File: src/sv/gdc_pkg.sv
// Shared types, constants and helpers for the graph distance and component block.
// Used by gdc_cell, the top level graph_distance_and_components and its checker.
// Depends on nothing else.
`default_nettype none

package gdc_pkg;

  // Defaults for the top-level parameters.
  localparam int MAX_NODES_DEF   = 16;
  localparam int WEIGHT_BITS_DEF = 8;

  // Fixed port widths.
  localparam int ROW_W         = 4;
  localparam int WEIGHT_IN_W   = 8;
  localparam int DIST_OUT_W    = 12;
  localparam int COUNT_OUT_W   = 5;
  localparam int NODE_COUNT_W  = 5;

  localparam logic [NODE_COUNT_W-1:0] NODE_COUNT_RST = 5'd16;

  // Saturation limits of the result fields.
  localparam int DIST_SAT  = 4095;
  localparam int COUNT_SAT = 31;

  // Command codes.
  localparam logic CMD_WRITE = 1'b0;
  localparam logic CMD_QUERY = 1'b1;

  // Width that holds the longest simple path over all nodes.
  function automatic int dist_width(input int max_nodes, input int weight_bits);
    int longest;
    longest = (max_nodes - 1) * ((1 << weight_bits) - 1) + 1;
    return $clog2(longest) < 1 ? 1 : $clog2(longest);
  endfunction

  // Control word broadcast from the sequencer to every cell.
  typedef struct packed {
    logic             clr_all;
    logic             seed;
    logic             prop;
    logic             clr_cur;
    logic             bf_init;
    logic             relax;
    logic [ROW_W-1:0] src;
  } gdc_ctl_t;

endpackage

`default_nettype wire

File: src/sv/gdc_cell.sv
// One node of the cell row: its incoming edge weights, its distance and its marks.
// Depends on gdc_pkg; instantiated once per node by graph_distance_and_components.
`default_nettype none

module gdc_cell #(
  parameter int MAX_NODES   = gdc_pkg::MAX_NODES_DEF,
  parameter int WEIGHT_BITS = gdc_pkg::WEIGHT_BITS_DEF,
  parameter int DIST_W      = gdc_pkg::dist_width(gdc_pkg::MAX_NODES_DEF,
                                                  gdc_pkg::WEIGHT_BITS_DEF),
  parameter int IDX         = 0
) (
  input  wire logic                          clk,
  input  wire logic                          rst_n,
  input  wire logic                          active,
  input  wire logic                          wr_en,
  input  wire logic [$clog2(MAX_NODES)-1:0]  wr_row,
  input  wire logic [WEIGHT_BITS-1:0]        wr_data,
  input  wire gdc_pkg::gdc_ctl_t             ctl,
  input  wire logic [MAX_NODES-1:0]          cur_vec,
  input  wire logic [$clog2(MAX_NODES)-1:0]  u_idx,
  input  wire logic [DIST_W-1:0]             du,
  input  wire logic                          du_valid,
  input  wire logic                          found_in,
  output logic                               found_out,
  output logic                               cur_o,
  output logic                               join_o,
  output logic                               chg_o,
  output logic                               dvalid_o,
  output logic [DIST_W-1:0]                  dist_o
);

  logic [WEIGHT_BITS-1:0] col_r [MAX_NODES];
  logic                   marked_r;
  logic                   cur_r;
  logic                   dvalid_r;
  logic [DIST_W-1:0]      dist_r;

  logic [MAX_NODES-1:0]   nz;
  logic                   is_first;
  logic [WEIGHT_BITS-1:0] w_sel;
  logic [DIST_W:0]        sum;
  logic                   upd;

  // Which nodes have an edge into this one.
  always_comb begin
    for (int u = 0; u < MAX_NODES; u++) begin
      nz[u] = (col_r[u] != '0);
    end
  end

  // Priority chain: the first active unmarked node seeds the next component.
  assign is_first  = active && !marked_r && !found_in;
  assign found_out = found_in || (active && !marked_r);

  // An unmarked node joins the current component when an edge from one of its nodes reaches here.
  assign join_o = active && !marked_r && ((cur_vec & nz) != '0);

  // Relaxation against the broadcast row.
  assign w_sel = col_r[u_idx];
  assign sum   = {1'b0, du} + (DIST_W + 1)'(w_sel);
  assign upd   = ctl.relax && active && (w_sel != '0) && du_valid &&
                 (!dvalid_r || (sum < {1'b0, dist_r}));
  assign chg_o = upd;

  // Weight store and marks.
  always_ff @(posedge clk) begin
    if (!rst_n) begin
      for (int u = 0; u < MAX_NODES; u++) begin
        col_r[u] <= '0;
      end
      marked_r <= 1'b0;
      cur_r    <= 1'b0;
      dvalid_r <= 1'b0;
    end else begin
      if (wr_en) begin
        col_r[wr_row] <= wr_data;
      end
      if (ctl.clr_all) begin
        marked_r <= 1'b0;
        cur_r    <= 1'b0;
        dvalid_r <= 1'b0;
      end else begin
        if ((ctl.seed && is_first) || (ctl.prop && join_o)) begin
          marked_r <= 1'b1;
          cur_r    <= 1'b1;
        end
        if (ctl.clr_cur) begin
          cur_r <= 1'b0;
        end
        if (ctl.bf_init) begin
          dvalid_r <= (IDX == int'(ctl.src));
        end else if (upd) begin
          dvalid_r <= 1'b1;
        end
      end
    end
  end

  // Distance value.
  always_ff @(posedge clk) begin
    if (ctl.bf_init) begin
      dist_r <= '0;
    end else if (upd) begin
      dist_r <= DIST_W'(sum);
    end
  end

  assign cur_o    = cur_r;
  assign dvalid_o = dvalid_r;
  assign dist_o   = dist_r;

endmodule

`default_nettype wire

File: src/sv/graph_distance_and_components.sv
// Operation: an edge write is taken while idle and gives no result. A query runs a component scan
// (a seed step and propagation steps per component), then, if both endpoints are in range, relaxation
// rounds (one source row per cycle, fewer rounds when a round settles) and a done step, then strobes its result.
// Throughput: one word at a time; no new word is taken while busy; the receiver cannot stall.
// Reset clears the whole weight store at once and sets node_count to 16.
// Depends on gdc_pkg and gdc_cell.
`default_nettype none

module graph_distance_and_components #(
  parameter int MAX_NODES   = gdc_pkg::MAX_NODES_DEF,
  parameter int WEIGHT_BITS = gdc_pkg::WEIGHT_BITS_DEF
) (
  input  wire logic                               clk,
  input  wire logic                               rst_n,
  input  wire logic                               start,
  output logic                                    busy,
  input  wire logic                               in_cmd,
  input  wire logic [gdc_pkg::ROW_W-1:0]          in_row,
  input  wire logic [gdc_pkg::ROW_W-1:0]          in_col,
  input  wire logic [gdc_pkg::WEIGHT_IN_W-1:0]    in_weight,
  input  wire logic                               cfg_we,
  input  wire logic [gdc_pkg::NODE_COUNT_W-1:0]   cfg_wdata,
  output logic                                    out_valid,
  output logic [gdc_pkg::DIST_OUT_W-1:0]          out_distance,
  output logic                                    out_reachable,
  output logic [gdc_pkg::COUNT_OUT_W-1:0]         out_component_count
);

  localparam int NIW    = $clog2(MAX_NODES);
  localparam int CW     = $clog2(MAX_NODES + 1);
  localparam int DIST_W = gdc_pkg::dist_width(MAX_NODES, WEIGHT_BITS);

  typedef enum logic [4:0] {
    S_IDLE  = 5'b00001,
    S_CSEL  = 5'b00010,
    S_CPROP = 5'b00100,
    S_BF    = 5'b01000,
    S_DONE  = 5'b10000
  } state_t;

  state_t                            state_r, state_nxt;
  logic [gdc_pkg::NODE_COUNT_W-1:0]  node_count_r;
  logic [CW-1:0]                     n_r;
  logic [gdc_pkg::ROW_W-1:0]         src_r, dst_r;
  logic                              ep_ok_r;
  logic [CW-1:0]                     comp_r;
  logic [NIW-1:0]                    u_r;
  logic [NIW-1:0]                    round_r;
  logic                              rchg_r;

  logic                              out_valid_r;
  logic [gdc_pkg::DIST_OUT_W-1:0]    out_dist_r;
  logic                              out_reach_r;
  logic [gdc_pkg::COUNT_OUT_W-1:0]   out_comp_r;

  logic [CW-1:0]                     n_eff;
  logic                              acc_query, acc_write, wr_ok;
  gdc_pkg::gdc_ctl_t                 ctl;
  logic [MAX_NODES:0]                found;
  logic [MAX_NODES-1:0]              cur_vec, join_vec, chg_vec, dvalid_vec, active_vec;
  logic [DIST_W-1:0]                 dist_vec [MAX_NODES];
  logic                              any_join, any_chg, last_u, last_round;
  logic [NIW-1:0]                    dst_ix;

  // Effective node count and accepted commands.
  assign n_eff     = (int'(node_count_r) > MAX_NODES) ? CW'(MAX_NODES) : CW'(node_count_r);
  assign busy      = (state_r != S_IDLE);
  assign acc_query = start && !busy && (in_cmd == gdc_pkg::CMD_QUERY);
  assign acc_write = start && !busy && (in_cmd == gdc_pkg::CMD_WRITE);
  assign wr_ok     = acc_write && (int'(in_row) < MAX_NODES) && (int'(in_col) < MAX_NODES);

  // The row of node cells.
  assign found[0] = 1'b0;
  for (genvar i = 0; i < MAX_NODES; i++) begin : g_cell
    assign active_vec[i] = (i < int'(n_r));
    gdc_cell #(
      .MAX_NODES   (MAX_NODES),
      .WEIGHT_BITS (WEIGHT_BITS),
      .DIST_W      (DIST_W),
      .IDX         (i)
    ) u_cell (
      .clk       (clk),
      .rst_n     (rst_n),
      .active    (active_vec[i]),
      .wr_en     (wr_ok && (int'(in_col) == i)),
      .wr_row    (NIW'(in_row)),
      .wr_data   (WEIGHT_BITS'(in_weight)),
      .ctl       (ctl),
      .cur_vec   (cur_vec),
      .u_idx     (u_r),
      .du        (dist_vec[u_r]),
      .du_valid  (dvalid_vec[u_r]),
      .found_in  (found[i]),
      .found_out (found[i+1]),
      .cur_o     (cur_vec[i]),
      .join_o    (join_vec[i]),
      .chg_o     (chg_vec[i]),
      .dvalid_o  (dvalid_vec[i]),
      .dist_o    (dist_vec[i])
    );
  end

  assign any_join   = (join_vec != '0);
  assign any_chg    = (chg_vec != '0);
  assign last_u     = ((CW'(u_r) + 1'b1) == n_r);
  assign last_round = ((CW'(round_r) + 1'b1) == n_r);
  assign dst_ix     = NIW'(dst_r);

  // Sequencer: component scan, then relaxation rounds if both endpoints are in range, then the result.
  always_comb begin
    state_nxt   = state_r;
    ctl         = '0;
    ctl.src     = src_r;
    ctl.clr_all = acc_query;
    unique case (state_r)
      S_IDLE: begin
        if (acc_query) state_nxt = S_CSEL;
      end
      S_CSEL: begin
        if (found[MAX_NODES]) begin
          ctl.seed  = 1'b1;
          state_nxt = S_CPROP;
        end else if (ep_ok_r) begin
          ctl.bf_init = 1'b1;
          state_nxt   = S_BF;
        end else begin
          state_nxt = S_DONE;
        end
      end
      S_CPROP: begin
        ctl.prop = 1'b1;
        if (!any_join) begin
          ctl.clr_cur = 1'b1;
          state_nxt   = S_CSEL;
        end
      end
      S_BF: begin
        ctl.relax = 1'b1;
        if (last_u && (last_round || !(rchg_r || any_chg))) state_nxt = S_DONE;
      end
      S_DONE: begin
        state_nxt = S_IDLE;
      end
      default: begin
        state_nxt = S_IDLE;
      end
    endcase
  end

  // Control registers.
  always_ff @(posedge clk) begin
    if (!rst_n) begin
      state_r      <= S_IDLE;
      node_count_r <= gdc_pkg::NODE_COUNT_RST;
      out_valid_r  <= 1'b0;
      comp_r       <= '0;
      u_r          <= '0;
      round_r      <= '0;
      rchg_r       <= 1'b0;
    end else begin
      state_r     <= state_nxt;
      out_valid_r <= (state_r == S_DONE);
      if (cfg_we) begin
        node_count_r <= cfg_wdata;
      end
      if (acc_query) begin
        comp_r <= '0;
      end else if (ctl.seed) begin
        comp_r <= comp_r + 1'b1;
      end
      if (ctl.bf_init) begin
        u_r     <= '0;
        round_r <= '0;
        rchg_r  <= 1'b0;
      end else if (ctl.relax) begin
        if (last_u) begin
          u_r     <= '0;
          round_r <= round_r + 1'b1;
          rchg_r  <= 1'b0;
        end else begin
          u_r    <= u_r + 1'b1;
          rchg_r <= rchg_r || any_chg;
        end
      end
    end
  end

  // Query operands, held for the whole query.
  always_ff @(posedge clk) begin
    if (acc_query) begin
      n_r     <= n_eff;
      src_r   <= in_row;
      dst_r   <= in_col;
      ep_ok_r <= (int'(in_row) < int'(n_eff)) && (int'(in_col) < int'(n_eff));
    end
  end

  // Result word register with saturation.
  always_ff @(posedge clk) begin
    if (state_r == S_DONE) begin
      if (ep_ok_r && dvalid_vec[dst_ix]) begin
        out_reach_r <= 1'b1;
        out_dist_r  <= (32'(dist_vec[dst_ix]) > gdc_pkg::DIST_SAT) ?
                       gdc_pkg::DIST_OUT_W'(gdc_pkg::DIST_SAT) :
                       gdc_pkg::DIST_OUT_W'(dist_vec[dst_ix]);
      end else begin
        out_reach_r <= 1'b0;
        out_dist_r  <= '0;
      end
      out_comp_r <= (32'(comp_r) > gdc_pkg::COUNT_SAT) ?
                    gdc_pkg::COUNT_OUT_W'(gdc_pkg::COUNT_SAT) :
                    gdc_pkg::COUNT_OUT_W'(comp_r);
    end
  end

  assign out_valid           = out_valid_r;
  assign out_distance        = out_dist_r;
  assign out_reachable       = out_reach_r;
  assign out_component_count = out_comp_r;

endmodule

`default_nettype wire

File: config.mk
export PLATFORM = sky130hd
export DESIGN_NAME = graph_distance_and_components
export DESIGN_NICKNAME = d
export VERILOG_FILES = /design/src/sv/gdc_pkg.sv /design/src/sv/gdc_cell.sv /design/src/sv/graph_distance_and_components.sv
export SDC_FILE = /design/constraint.sdc
export NUM_CORES = 2
export LEC_CHECK = 0
export BUFFER_PORTS_ARGS = -buffer_cell sky130_fd_sc_hd__buf_2
export CAP_MARGIN = 25
export CORE_MARGIN = 2
export CORE_UTILIZATION = 55
export CTS_BUF_LIST = sky130_fd_sc_hd__clkbuf_2 sky130_fd_sc_hd__clkbuf_4 sky130_fd_sc_hd__clkbuf_8
export DETAILED_ROUTE_END_ITERATION = 7
export MAX_ROUTING_LAYER = met4
export PLACE_DENSITY = 0.71
export SKIP_LAST_GASP = 1
export SLEW_MARGIN = 30
export SYNTH_ARGS = -nofsm -noshare
export SYNTH_HDL_FRONTEND = slang
export SYNTH_SLANG_ARGS = --single-unit
File: constraint.sdc
create_clock -name clk -period 9.5 [get_ports clk]
set_clock_uncertainty 0.15 [all_clocks]
set_input_delay 1.9 -clock clk [delete_from_list [all_inputs] [get_ports clk]]
set_output_delay 1.9 -clock clk [all_outputs]
set_load 0.1 [all_outputs]
==> results.sh <==
export IMPL_status="complete, no violations"
export IMPL_worstMarginPinSlew_ns=1.24
export IMPL_worstSetupEndpointType="flop"
export IMPL_antenna_found_initial=32
export IMPL_drt_iter0_markers=15200
export IMPL_ant_nets=0
export IMPL_via_per_inst=7.07
export IMPL_start_kind="flop"
export IMPL_placed_cell_area_um2=128000
export IMPL_power_total_mw=22.7
export IMPL_htree_levels=5
export IMPL_utilization_pct=59.7
export IMPL_coreArea_um2=227000
export IMPL_worstPathArrival_ns=8.64
export IMPL_globalplace_congestion=1.11
export IMPL_ir_drop_mv=0.147
export IMPL_min_period_ns=7.76
export IMPL_syn_area_per_cell_um2=12.3
export IMPL_hold_viol_final=0
export IMPL_wl_um=432000
export IMPL_p_per_area_nw_per_um2=167
export IMPL_synth_cell_types=90
export IMPL_initial_core_util_pct=55.3
export IMPL_grt_ovfl_total=0
export IMPL_fmaxAchievable_mhz=129
export IMPL_wl_per_cell_um=32.8
export IMPL_clkTransAtPathRegs_ns=0.06
export IMPL_drtPass1Iterations=8
export IMPL_clk_latency_ns=1.16
export IMPL_regToRegSetupSlack_ns=1.74
export IMPL_pre_cts_ws_ns=1.90
export IMPL_finalSetupTns_ns=0
export IMPL_design_area_um2=136000
export IMPL_synth_top_area_share_pct=49.7
export IMPL_r2r_cells=23
export IMPL_synth_ff_latch_count=2349
export IMPL_synthTopCellsByCount="edfxtp_1 (2080), and3_1 (2079), clkbuf_1 (850)"
export IMPL_drc=0
export IMPL_relSlewSlack_pct=16.8
export IMPL_hp_class="reg2reg"
export IMPL_synthTopCellsByArea="edfxtp_1 (50%), mux4_2 (13%), and3_1 (10%), dfxtp_1 (4.3%), ha_1 (3.1%)"
export IMPL_syn_area_um2=126000
export IMPL_synth_net_count=10500
export IMPL_yosys_cell_count_top_type="edfxtp_1"
export IMPL_synthArstFlopShare_pct=0
export IMPL_post_cts_buffers=0
export IMPL_fin_hold_ws_ns=0.295
export IMPL_cts_resized_gates=0
export IMPL_drive_above_1_share_pct=16.8
export IMPL_die_x_um=482
export IMPL_die_area_um2=232000
export IMPL_hold_buffers=0
export IMPL_path_max_fanout=92
export IMPL_routed_via_count=93100
export IMPL_dp_cells=12400
export IMPL_yosysWarnings=0
export IMPL_p_leak_nw=56.8
export IMPL_rows=175
export IMPL_fin_cells=13200
export IMPL_grtUsageTotal_pct=37.8
export IMPL_r2r_end="rchg_r"
export IMPL_synth_edf_count=2080
export IMPL_ys_seq_area_share_pct=54.0
export IMPL_setup_ws_ns=1.74
export IMPL_worstHoldStart="g_cell[5].u_cell.marked_r"
export IMPL_rsz0062_at_grt="false"
export IMPL_min_period_over_period_pct=81.7
export IMPL_drv_cap=0
export IMPL_die_height_um=482
export IMPL_yosys_area_top_type="edfxtp_1"
export IMPL_layout_nets=10200
export IMPL_cts_tree="built"
export IMPL_synth_flop_cell="edfxtp_1"
export IMPL_path_class="reg2reg"
export IMPL_place_hpwl_um=287000
export IMPL_grt_max_degree=145
export IMPL_final_max_slew_viol_count=0
export IMPL_cts_root_buf="clkbuf_8"
export IMPL_grt_pass1_vias=88700
export IMPL_hold_path_depth=2
export IMPL_grt_pass1_wl_um=618000
export IMPL_clock_sinks=2349
export IMPL_required_ns=10.38
export IMPL_setup_viol=0
export IMPL_clockBufferDepth=4
export IMPL_syn_inst=10200
export IMPL_cts_buffers_inserted=397
export IMPL_min_to="g_cell[5].u_cell.marked_r"
export IMPL_syn2layout_area_growth_pct=7.96
export IMPL_io_pins=46
export IMPL_portBuffers=45
==> cell type report <==
cell class	instances	area, um2
inverter	299	1130
multi-input combinational	6502	52600
tap	3009	3760
timing repair buffer	268	2330
antenna	49	123
clock buffer	511	6440
fill	17600	91600
sequential	2349	67900
clock inverter	185	1440
==> critical path, cell delays in order (launching register included) <==
cell and delay, ns:
dfxtp_4 0.89, buf_12 0.60, mux4_2 0.34, nor2b_1 0.13, a211oi_1 0.07, a31oi_1 0.72, inv_1 0.17, fa_1 0.48
nor2b_1 0.11, o21ai_0 0.09, a21boi_0 0.24, o21ai_0 0.13, a21oi_1 0.35, nand2_1 0.12, xor2_1 0.20, ha_1 0.33
a211o_1 0.28, a2111oi_0 0.46, a21oi_1 0.13, a211oi_1 0.27, o21ai_2 0.33, nor3b_2 0.33, and4_1 0.24, a2111oi_2 0.32
==> layout by cell type (no fill, tap or decap), drive strengths merged, types with 34 or more instances in the layout <==
cell type,netlist,routed
edfxtp,2080,2080
and3,2079,2079
nand2,753,753
mux4,698,698
nor4,549,549
clkbuf,850,519
a21oi,475,475
nor2,443,443
ha,313,313
inv,286,300
dfxtp,269,269
buf,193,260
clkinv,13,152
mux2i,146,146
xnor2,131,131
o21ai,97,97
nor3,66,66
a21o,62,62
a22oi,59,59
nor2b,57,57
a211oi,54,54
diode,0,49
a31oi,49,49
nand3,48,48
xor2,39,39
o21bai,34,34
==> flip-flops by register name, indices dropped and copies added (netlist names), named ones only <==
name	flops
comp_r	5
dst_ix	4
ep_ok_r	1
g_cell.u_cell.col_r	2048
g_cell.u_cell.cur_o	16
g_cell.u_cell.dist_o	192
g_cell.u_cell.dvalid_o	16
g_cell.u_cell.marked_r	16
n_r	5
node_count_r	5
out_component_count	5
out_distance	12
out_reachable	1
out_valid	1
rchg_r	1
round_r	4
src_r	4
state_r	5
u_r	4
==> routing by layer <==
metal | GRT usage [%] | vias to the layer above | wire, um | share of wire [%]
met5 | - | - | 0 | 0
met4 | 19.6 | 0 | 24500 | 5.7
met2 | 54.0 | 7150 | 189000 | 44
met3 | 10.2 | 1251 | 62300 | 14
li1 | - | 38600 | - | -
met1 | 49.7 | 46100 | 156000 | 36
==> logic make-up after synthesis <==
kind of cell               Yosys count  share of synthesized area [%]
DFF                               2349                           54.0
muxes                              857                           13.8
adders and majority gates          329                           3.37
and+or+nand+nor                   4117                           18.1
AOI/OAI and AO/OA                 1029                           5.14
xor gates and xnor gates           170                           1.18
buffers and inverters             1342                           4.46
==> power by group <==
group	total [mW]	internal (mW)	leakage (nW)	switching, mW
Combinational	1.57	0.462	29.0	1.11
Clock	9.32	5.07	4.15	4.26
Sequential	11.8	11.5	23.6	0.244
==> worst max path at each step <==
stage	endpoint	slack [ns]	cells after the start
finish	rchg_r	1.74	23
global route	rchg_r	1.19	23
CTS	rchg_r	1.89	23
detailed placement	rchg_r	1.90	23
global placement	rchg_r	1.95	22
floorplan	rchg_r	2.73	22
Note: power is estimated with default switching activity, not from simulation.
